===== config.mk =====
export PLATFORM = sky130hd
export DESIGN_NAME = midi_seven_bit_pack_codec_unit
export DESIGN_NICKNAME = d
export VERILOG_FILES = /design/src/hw/rtl/mspc_pkg.sv /design/src/hw/rtl/midi_seven_bit_pack_codec_unit.sv /design/src/hw/rtl/mspc_ctrl.sv /design/src/hw/rtl/mspc_dp.sv
export SDC_FILE = /design/constraint.sdc
export NUM_CORES = 1
export LEC_CHECK = 0
export CORE_UTILIZATION = 50
export CTS_BUF_LIST = sky130_fd_sc_hd__clkbuf_16
export CTS_CLUSTER_SIZE = 30
export DETAILED_ROUTE_END_ITERATION = 10
export DONT_BUFFER_PORTS = 1
export GPL_ROUTABILITY_DRIVEN = 0
export HOLD_SLACK_MARGIN = 0.03
export PLACE_DENSITY_LB_ADDON = 0.1
export SYNTH_ARGS = -nofsm -noshare
export SYNTH_HDL_FRONTEND = slang
export SYNTH_SLANG_ARGS = --single-unit

===== constraint.sdc =====
create_clock -name clk -period 3.39 [get_ports clk]
set_clock_uncertainty 0.2 [all_clocks]
set_input_delay 0.678 -clock clk [delete_from_list [all_inputs] [get_ports clk]]
set_output_delay 0.678 -clock clk [all_outputs]
set_load 0.01 [all_outputs]

===== src/hw/rtl/mspc_pkg.sv =====
// Shared constants and types for the MIDI 8-to-7 bit pack codec.
package mspc_pkg;

	localparam int GROUP_BYTES = 7;
	localparam int IDX_W       = 3;
	localparam int BYTE_W      = 8;
	localparam int TOP_W       = GROUP_BYTES;
	localparam int PADDR_W     = 3;
	localparam int PDATA_W     = 32;

	localparam logic [IDX_W-1:0] GROUP_BYTES_C = IDX_W'(GROUP_BYTES);

	// register index, taken from paddr[2]
	localparam logic REG_DIRECTION = 1'b0;

	localparam logic DIR_PACK   = 1'b0;
	localparam logic DIR_UNPACK = 1'b1;

	typedef enum logic {
		ST_IDLE,
		ST_FLUSH
	} mspc_state_t;

	typedef struct packed {
		logic take_in;
		logic emit_next;
	} mspc_cmd_t;

	typedef struct packed {
		logic out_free;
		logic group_done;
		logic final_byte;
	} mspc_stat_t;

endpackage


===== src/hw/rtl/midi_seven_bit_pack_codec_unit.sv =====
// Top level of the MIDI 8-to-7 bit pack codec: register port, controller and datapath.
// A result is in the output register in the cycle after the request that causes it.
// Unpack takes one request per cycle while the result register is free and gives at most one result for each.
// Pack takes one request per cycle while the result register is free; a request that closes a group of n
// bytes sends the header at once and blocks input while the result register sends the n bytes.
// Reset clears direction to pack and all message state; the group store is not cleared.
module midi_seven_bit_pack_codec_unit
	import mspc_pkg::*;
(
	input  logic               clk,
	input  logic               arst_n,
	input  logic               psel,
	input  logic               penable,
	input  logic               pwrite,
	input  logic [PADDR_W-1:0] paddr,
	input  logic [PDATA_W-1:0] pwdata,
	output logic [PDATA_W-1:0] prdata,
	output logic               pready,
	input  logic               in_valid,
	output logic               in_ready,
	input  logic [BYTE_W-1:0]  in_byte,
	input  logic               end_of_message,
	output logic               out_valid,
	input  logic               out_ready,
	output logic [BYTE_W-1:0]  out_byte,
	output logic               last_result,
	output logic               bad_stream,
	output logic               empty_result
);

	mspc_cmd_t  cmd;
	mspc_stat_t stat;
	logic       dir_we;
	logic       direction;
	logic       reg_sel;

	assign reg_sel = paddr[PADDR_W-1];
	assign pready  = 1'b1;
	assign dir_we  = psel && penable && pwrite && (reg_sel == REG_DIRECTION);

	always_comb begin
		prdata = '0;
		unique case (reg_sel)
			REG_DIRECTION: prdata = PDATA_W'(direction);
			default:       prdata = '0;
		endcase
	end

	mspc_ctrl u_ctrl (
		.clk      (clk),
		.arst_n   (arst_n),
		.in_valid (in_valid),
		.in_ready (in_ready),
		.stat     (stat),
		.cmd      (cmd)
	);

	mspc_dp u_dp (
		.clk            (clk),
		.arst_n         (arst_n),
		.dir_we         (dir_we),
		.dir_wdata      (pwdata[0]),
		.direction      (direction),
		.in_byte        (in_byte),
		.end_of_message (end_of_message),
		.cmd            (cmd),
		.stat           (stat),
		.out_valid      (out_valid),
		.out_ready      (out_ready),
		.out_byte       (out_byte),
		.last_result    (last_result),
		.bad_stream     (bad_stream),
		.empty_result   (empty_result)
	);

	// no input is taken while a group's bytes are going out
	a_no_take_in_flush: assert property (@(posedge clk) disable iff (!arst_n)
		cmd.emit_next |-> !in_ready)
		else $error("input taken during group flush");

	// a request that closes a pack group loads its header right away
	a_header_loaded: assert property (@(posedge clk) disable iff (!arst_n)
		cmd.take_in && stat.group_done |=> out_valid && !bad_stream && !empty_result)
		else $error("pack header missing after group close");

	// an error result carries no byte
	a_bad_is_empty: assert property (@(posedge clk) disable iff (!arst_n)
		out_valid && bad_stream |-> empty_result && (out_byte == '0))
		else $error("error result carries a byte");

	// packing never reports a stream error
	a_pack_no_bad: assert property (@(posedge clk) disable iff (!arst_n)
		out_valid && (direction == DIR_PACK) |-> !bad_stream)
		else $error("stream error in pack mode");

endmodule


===== src/hw/rtl/mspc_ctrl.sv =====
// Controller: accepts requests and sequences the data bytes of a packed group.
module mspc_ctrl
	import mspc_pkg::*;
(
	input  logic       clk,
	input  logic       arst_n,
	input  logic       in_valid,
	output logic       in_ready,
	input  mspc_stat_t stat,
	output mspc_cmd_t  cmd
);

	mspc_state_t state_q, state_d;

	always_ff @(posedge clk or negedge arst_n) begin
		if (!arst_n) begin
			state_q <= ST_IDLE;
		end else begin
			state_q <= state_d;
		end
	end

	always_comb begin
		state_d       = state_q;
		in_ready      = 1'b0;
		cmd.take_in   = 1'b0;
		cmd.emit_next = 1'b0;
		unique case (state_q)
			ST_IDLE: begin
				in_ready    = stat.out_free;
				cmd.take_in = in_valid && stat.out_free;
				// header goes out with the request; the bytes follow
				if (cmd.take_in && stat.group_done) begin
					state_d = ST_FLUSH;
				end
			end
			ST_FLUSH: begin
				cmd.emit_next = stat.out_free;
				if (cmd.emit_next && stat.final_byte) begin
					state_d = ST_IDLE;
				end
			end
			default: begin
				state_d = ST_IDLE;
			end
		endcase
	end

endmodule


===== src/hw/rtl/mspc_dp.sv =====
// Datapath: group store, message state, direction register and result register.
module mspc_dp
	import mspc_pkg::*;
(
	input  logic              clk,
	input  logic              arst_n,
	input  logic              dir_we,
	input  logic              dir_wdata,
	output logic              direction,
	input  logic [BYTE_W-1:0] in_byte,
	input  logic              end_of_message,
	input  mspc_cmd_t         cmd,
	output mspc_stat_t        stat,
	output logic              out_valid,
	input  logic              out_ready,
	output logic [BYTE_W-1:0] out_byte,
	output logic              last_result,
	output logic              bad_stream,
	output logic              empty_result
);

	logic [BYTE_W-1:0] store_q [GROUP_BYTES];

	logic              direction_q;
	logic [IDX_W-1:0]  group_count_q;
	logic [TOP_W-1:0]  top_bits_q;
	logic              expect_header_q;
	logic              dropping_q;
	logic [IDX_W-1:0]  emit_idx_q;
	logic [IDX_W-1:0]  emit_cnt_q;
	logic              emit_eom_q;

	logic              out_valid_q;
	logic [BYTE_W-1:0] out_byte_q;
	logic              last_q;
	logic              bad_q;
	logic              empty_q;

	logic [IDX_W-1:0]  idx_c;
	logic [IDX_W-1:0]  idx_inc_c;
	logic              grp_full_c;
	logic [TOP_W-1:0]  top_new_c;
	logic              pack_done_c;
	logic              pack_in_c;
	logic              load_in_c;

	logic              up_res_c;
	logic [BYTE_W-1:0] up_byte_c;
	logic              up_last_c;
	logic              up_bad_c;
	logic              up_empty_c;

	assign idx_c       = (group_count_q >= GROUP_BYTES_C) ? '0 : group_count_q;
	assign idx_inc_c   = idx_c + 1'b1;
	assign grp_full_c  = (idx_inc_c >= GROUP_BYTES_C);
	assign top_new_c   = top_bits_q | (TOP_W'(in_byte[BYTE_W-1]) << idx_c);
	assign pack_done_c = grp_full_c || end_of_message;
	assign pack_in_c   = cmd.take_in && (direction_q == DIR_PACK);

	assign stat.out_free   = !out_valid_q || out_ready;
	assign stat.group_done = (direction_q == DIR_PACK) && pack_done_c;
	assign stat.final_byte = (IDX_W'(emit_idx_q + 1'b1) == emit_cnt_q);

	// unpack gives at most one result per request
	always_comb begin
		up_res_c   = 1'b0;
		up_byte_c  = '0;
		up_last_c  = 1'b0;
		up_bad_c   = 1'b0;
		up_empty_c = 1'b0;
		if (dropping_q) begin
			if (end_of_message) begin
				up_res_c   = 1'b1;
				up_last_c  = 1'b1;
				up_empty_c = 1'b1;
			end
		end else if (in_byte[BYTE_W-1]) begin
			up_res_c   = 1'b1;
			up_last_c  = end_of_message;
			up_bad_c   = 1'b1;
			up_empty_c = 1'b1;
		end else if (expect_header_q) begin
			if (end_of_message) begin
				up_res_c   = 1'b1;
				up_last_c  = 1'b1;
				up_empty_c = 1'b1;
			end
		end else begin
			up_res_c  = 1'b1;
			up_byte_c = {top_bits_q[idx_c], in_byte[BYTE_W-2:0]};
			up_last_c = end_of_message;
		end
	end

	assign load_in_c = cmd.take_in && (pack_in_c ? pack_done_c : up_res_c);

	always_ff @(posedge clk) begin
		if (pack_in_c) begin
			store_q[idx_c] <= in_byte;
		end
	end

	always_ff @(posedge clk or negedge arst_n) begin
		if (!arst_n) begin
			direction_q     <= DIR_PACK;
			group_count_q   <= '0;
			top_bits_q      <= '0;
			expect_header_q <= 1'b1;
			dropping_q      <= 1'b0;
		end else if (dir_we) begin
			direction_q     <= dir_wdata;
			group_count_q   <= '0;
			top_bits_q      <= '0;
			expect_header_q <= 1'b1;
			dropping_q      <= 1'b0;
		end else if (cmd.take_in) begin
			if (direction_q == DIR_PACK) begin
				if (pack_done_c) begin
					group_count_q <= '0;
					top_bits_q    <= '0;
				end else begin
					group_count_q <= idx_inc_c;
					top_bits_q    <= top_new_c;
				end
			end else if (dropping_q) begin
				// nothing until end of message
			end else if (in_byte[BYTE_W-1]) begin
				dropping_q <= 1'b1;
			end else if (expect_header_q) begin
				top_bits_q      <= in_byte[TOP_W-1:0];
				expect_header_q <= 1'b0;
				group_count_q   <= '0;
			end else begin
				group_count_q   <= grp_full_c ? '0 : idx_inc_c;
				expect_header_q <= grp_full_c;
			end
			if (end_of_message) begin
				group_count_q   <= '0;
				top_bits_q      <= '0;
				expect_header_q <= 1'b1;
				dropping_q      <= 1'b0;
			end
		end
	end

	always_ff @(posedge clk or negedge arst_n) begin
		if (!arst_n) begin
			emit_idx_q <= '0;
			emit_cnt_q <= '0;
			emit_eom_q <= 1'b0;
		end else if (pack_in_c && pack_done_c) begin
			emit_idx_q <= '0;
			emit_cnt_q <= idx_inc_c;
			emit_eom_q <= end_of_message;
		end else if (cmd.emit_next) begin
			emit_idx_q <= emit_idx_q + 1'b1;
		end
	end

	always_ff @(posedge clk or negedge arst_n) begin
		if (!arst_n) begin
			out_valid_q <= 1'b0;
		end else if (load_in_c || cmd.emit_next) begin
			out_valid_q <= 1'b1;
		end else if (out_ready) begin
			out_valid_q <= 1'b0;
		end
	end

	always_ff @(posedge clk) begin
		if (cmd.emit_next) begin
			out_byte_q <= {1'b0, store_q[emit_idx_q][BYTE_W-2:0]};
			last_q     <= emit_eom_q && stat.final_byte;
			bad_q      <= 1'b0;
			empty_q    <= 1'b0;
		end else if (load_in_c) begin
			if (pack_in_c) begin
				// group header: bit b is bit 7 of byte b
				out_byte_q <= BYTE_W'(top_new_c);
				last_q     <= 1'b0;
				bad_q      <= 1'b0;
				empty_q    <= 1'b0;
			end else begin
				out_byte_q <= up_byte_c;
				last_q     <= up_last_c;
				bad_q      <= up_bad_c;
				empty_q    <= up_empty_c;
			end
		end
	end

	assign direction    = direction_q;
	assign out_valid    = out_valid_q;
	assign out_byte     = out_byte_q;
	assign last_result  = last_q;
	assign bad_stream   = bad_q;
	assign empty_result = empty_q;

endmodule


Word-level counts from Yosys, hierarchy flattened:

Memories as Yosys holds them, arrays and structs flattened.
Cells that the tools add are included.

* output and inout bits: 46
* bits in writable memories: 56
* input bits: 51
* register bits: 33
* memories: 1
* bits in latches: 0
* ROM bits: 0

* $lt $le $gt $ge: 3
* mux-type cells: 69
* shift-type cells: 1
* divide/modulo/power cells: 0
* reductions and logical operators: 24
* add/subtract/negate cells: 2
* equality and inequality tests: 6
* multiply operators: 0
* bitwise logic cells: 4

Memory list
* u_dp.store_q: depth 7, width 8, rd ports 1, clocked after Yosys merged registers in 0, wr ports 1, line mspc_dp.sv:22 `logic [BYTE_W-1:0] store_q [GROUP_BYTES];`

Operators by type and width (count)
* $mux W7: 10
* $mux W1: 41
* $mux W3: 12
* $mux W8: 4
* $ne A4 B4 Y1 const B: 3
* $logic_and A1 B1 Y1: 11
* $reduce_and A4 Y1: 2
* $reduce_bool A2 Y1: 4
* $or A7 B7 Y7: 1
* $shl A1 B3 Y7: 1
* $add A3 B1 Y3 const B: 2
* $ge A3 B3 Y1 const B: 2
* $lt A3 B4 Y1 const B: 1
* $bmux W1 S3: 1
* $eq A3 B3 Y1: 1
* $logic_or A1 B1 Y1: 3
* $ne A3 B1 Y1 const B: 1
* $ne A3 B3 Y1 const B: 1
* $not A1 Y1: 3
* $reduce_and A3 Y1: 1
* $reduce_bool A3 Y1: 1
* $pmux W1 S2: 1
* $reduce_and A2 Y1: 1
* $logic_not A1 Y1: 1

Longest topological paths before layout:

* word-level depth: 12
* depth in mapped cells: 8
* gate-level depth less buffers: 7

By module:

From an unflattened synthesis, not the netlist that was laid out.

* cells, all modules: 331
* area, all modules: 4083.9 um^2

By module, submodules not included
* mspc_dp: times used 1, area each 3748.6 um^2, cells an instance 289
* midi_seven_bit_pack_codec_unit: times used 1, area each 266.5 um^2, cells an instance 36
* mspc_ctrl: times used 1, area each 68.8 um^2, cells an instance 6

Worst setup path before layout:

Ideal clock, no wire load.

* kind: input to register
* start: in in_valid
* end: mem u_dp.store_q[1][0] (enable)
* data arrival time: 1.983 ns
* setup slack: 0.817 ns
* buffers on the path: 1
* cell stages on the path: 4
* data required time: 2.800 ns
* library setup time: 0.390 ns
* path through: nor2b_1 > nand3_1 > clkbuf_1 > nor4_1

* longest elaborated chain between the ends: 5

Ends and longest elaborated chain
* from (decl): line midi_seven_bit_pack_codec_unit.sv:19 `input logic in_valid,`
* $logic_and A1 B1 Y1: line mspc_ctrl.sv:31 `cmd.take_in = in_valid && stat.out_free;`
* $mux W1: line mspc_ctrl.sv:28 `unique case (state_q)`
* $logic_and A1 B1 Y1: line mspc_dp.sv:58 `assign pack_in_c = cmd.take_in && (direction_q == DIR_PACK);`
* $mux W1: line mspc_dp.sv:98 `if (pack_in_c) begin`
* $mux W1 (not written as such): line mspc_dp.sv:99 `store_q[idx_c] <= in_byte;`
* to (decl): line mspc_dp.sv:22

No other way between the ends.

Worst setup path after layout:

* start: reg u_dp.group_count_q[0]
* end: reg u_dp.out_byte_q[1], in the netlist u_dp.out_byte[1] (enable)

* longest elaborated chain between the ends: 8

Ends and longest elaborated chain
* from (decl): line mspc_dp.sv:25 `logic [IDX_W-1:0] group_count_q;`
* from (signal assigned): line mspc_dp.sv:122 `group_count_q <= idx_inc_c;`
* from (signal assigned): line mspc_dp.sv:134 `group_count_q <= grp_full_c ? '0 : idx_inc_c;`
* $ge A3 B3 Y1: line mspc_dp.sv:53 `assign idx_c = (group_count_q >= GROUP_BYTES_C) ? '0 : group_count_q;`
* $mux W3 (*): line mspc_dp.sv:53
* $add A3 B1 Y3 (*): line mspc_dp.sv:54 `assign idx_inc_c = idx_c + 1'b1;`
* $ge A3 B3 Y1 (*): line mspc_dp.sv:55 `assign grp_full_c = (idx_inc_c >= GROUP_BYTES_C);`
* $logic_or A1 B1 Y1 (*): line mspc_dp.sv:57 `assign pack_done_c = grp_full_c || end_of_message;`
* $mux W1 (*): line mspc_dp.sv:95 `assign load_in_c = cmd.take_in && (pack_in_c ? pack_done_c : up_res_c);`
* $logic_and A1 B1 Y1 (*): line mspc_dp.sv:95
* $reduce_bool A2 Y1 (no line) (*)
* to (signal assigned): line mspc_dp.sv:172 `out_byte_q <= {1'b0, store_q[emit_idx_q][BYTE_W-2:0]};`
* to (signal assigned): line mspc_dp.sv:179 `out_byte_q <= BYTE_W'(top_new_c);`
* to (signal assigned): line mspc_dp.sv:184 `out_byte_q <= up_byte_c;`
* to (decl): line mspc_dp.sv:34 `logic [BYTE_W-1:0] out_byte_q;`

Every way passes the cells marked *; elsewhere a longest branch is shown, timed or not.
A chain may end at the register's enable or synchronous reset.

==> impl_metrics.toml <==
[run_status]
status = "finished, final reports clean"

[critical_path]
arrival_ps = 2660
cpMaxStageDelayCell = "dfrtp_1"
path_max_fanout = 12
required_ps = 3200
worst_path_largest_cell_delay_ps = 580
setup.worst_path.class = "reg2reg"
crit_path_end_kind = "flip-flop"
cp-start-kind = "flip-flop"
path_cells = "inv_1 -> ha_1 -> nor2b_1 -> a32oi_4 -> a31oi_1 -> o21ai_2 -> nand2_1"

[synthesis]
ys_warn_count = 0
seq_area_frac_synth_pct = 57.1
synth.distinct_cells = 53
synthArstFlopShare_pct = 26.8
synth_flop_cell = "edfxtp_1"
syn_area_per_cell_um2 = 12.4
synthCells = 327
mappedNetlistArea_um2 = 4070
ys_seq_elements = 82
synth_edf_count = 57

[floorplanning]
start_util_pct = 52.1
num_rows = 32
die-area_um2 = 8500
fp.dieH_um = 92.2
io_pins = 97
core_um2 = 7810
fp.dieW_um = 92.2

[cts]
clkLatencyLatePin_ps = 330
clk_transition_reported_paths_ps = 60
post_cts_buffers = 0
h-tree-depth = 3
cts_tree = "done"
clock-sinks = 82
clockBufferDepth = 2
cts-root-buf = "clkbuf_16"
cts_resized = 0
cts_buffers = 9

[detailed_routing]
ant_nets = 0
drt-pass1-iter-count = 4
drc = 0
vias = 2520
routed_wl_mm = 8.49
detail_route.vias_per_cell = 5.75
drt-initial-drc-count = 232
wire_per_inst_um = 19.4

[place]
dp_hpwl_mm = 5.67
placed_area_um2 = 4070
post-place-ws_ps = 570
io_buffers = 0

[sta]
layout_setup_ws_ps = 542
setup_viol = 0
final.setup.tns_ps = 0
maxSlewHeadroom_pct = 27.4
slew_viol_final = 0
worst_pin_slew_ps = 1090
finalCritPeriodShare_pct = 84.0
min_period_ps = 2850
max_freq_mhz = 351
rsz0062_at_grt = "no"
hold_violations = 0

[power_and_ir_drop]
leakagePower_nw = 1.58
peakVddDrop_v = 0.000363
p_per_area_nw_per_um2 = 784

[cells_and_area]
syn_to_final_growth_pct = 7.32
final_cell_mix = "edfxtp_1 (57), conb_1 (32), nand2_1 (23), nor2_1 (23), dfrtp_1 (21)"
num_antenna_cells = 0
postLayoutCellArea_um2 = 4370
final_common_cell = "edfxtp_1"
drive_gt1_share_pct = 12.5
final_nets = 386
nFillCells = 656

[global_routing]
grt_pass1_wl_mm = 13.6
grt_pass1_vias = 2414
overflow = 0
grt_max_degree = 23
track_usage_pct = 21.7
antenna_found_initial = 0

[flow_run]
maxCapViolCount = 0

[min_path]
hp-class = "in2reg"
==> registers in the layout, summed over array words and instances (netlist names), 3 cells and up <==
| name | flops |
|---|---|
| u_dp.emit_cnt_q | 3 |
| u_dp.out_byte | 8 |
| u_dp.top_bits_q | 7 |
| u_dp.emit_idx_q | 3 |
| u_dp.store_q | 49 |
| u_dp.group_count_q | 3 |
==> final timing paths <==
path	from	end	cells after the start	slack, ps
hold / removal	in_byte[6]	u_dp.store_q[1][6]	0	240
hold reg to reg	u_dp.empty_result	u_dp.empty_result	2	310
max in group asynchronous	arst_n	u_dp.top_bits_q[3]	1	1530
min in group asynchronous	arst_n	u_dp.emit_cnt_q[1]	1	800
setup reg to reg	u_dp.group_count_q[0]	u_dp.out_byte[1]	7	540
setup / recovery	u_dp.group_count_q[0]	u_dp.out_byte[1]	7	540
==> kinds of logic after synthesis <==
group	synth area share [%]
DFF	57.1
AOI/OAI and AO/OA	15.2
and+or+nand+nor	10.4
buffers and inverters	8.30
muxes	6.61
xor gates and xnor gates	1.29
adders and majority gates	0.923
other	0.185
==> critical path, delay by kind of cell (launching register included) <==
| kind | cells | cell delay, ps |
|---|---|---|
| and+or+nand+nor | 2 | 470 |
| adders and majority gates | 1 | 330 |
| buffers and inverters | 1 | 220 |
| DFF | 1 | 580 |
| AOI/OAI and AO/OA | 3 | 720 |
==> through the flow <==
| stage | hold WS (ps) | util (%) | total power [mW] | cells |
|---|---|---|---|---|
| floorplan | 182 | - | 2.26 | 357 |
| global placement | 183 | 52.2 | 2.48 | 422 |
| detailed placement | 183 | 52.2 | 2.49 | 422 |
| CTS | 235 | 55.9 | 3.45 | 438 |
| global route | 230 | 55.9 | 3.62 | 438 |
| finish | 244 | 55.9 | 3.43 | 438 |
==> where the power goes <==
part           internal (mW)  switching (mW)  leakage [nW]
clock                  0.562           0.376         0.141
combinational          0.402           0.539         0.614
sequential              1.29           0.257         0.823
total                   2.25            1.17          1.58
==> what timing repair did <==
item                                    in CTS  in global routing
hold endpoints to repair                    22                  0
hold buffers                                 1                  0
endpoints found under the setup margin       0                  0
==> layer usage <==
layer	wire, µm	track usage [%]	up-vias
met1	4020	32.3	1224
li1	-	-	1178
met4	130	7.16	0
met5	0	0	-
met3	466	4.81	14
met2	3870	31.5	104
==> synthesized netlist by cell type, drive strengths merged, types with 4 or more instances <==
| cell type | instances | area, µm² |
|---|---|---|
| a21oi | 17 | 85.1 |
| a221o | 7 | 70.1 |
| a22o | 4 | 35.0 |
| a311oi | 6 | 52.6 |
| a31oi | 9 | 71.3 |
| buf | 42 | 293 |
| clkbuf | 5 | 18.8 |
| dfrtp | 21 | 526 |
| edfxtp | 57 | 1710 |
| inv | 7 | 26.3 |
| mux2i | 10 | 100 |
| mux4 | 7 | 158 |
| nand2 | 24 | 97.6 |
| nand2b | 6 | 37.5 |
| nand3 | 4 | 20.0 |
| nor2 | 23 | 86.3 |
| nor2b | 6 | 47.5 |
| o211ai | 8 | 73.8 |
| o21ai | 19 | 98.9 |
==> cell type report <==
| class | count | area (µm²) | area share, % |
|---|---|---|---|
| inverters | 7 | 26.3 | 0.602 |
| multi-input cells | 221 | 1520 | 34.8 |
| repair buffers | 11 | 85.1 | 1.95 |
| clock buffers | 9 | 225 | 5.16 |
| clock inverters | 6 | 58.8 | 1.35 |
| flip-flops and latches | 82 | 2320 | 53.2 |
| well taps | 102 | 128 | 2.92 |
Power figures use the tool's default switching activity.
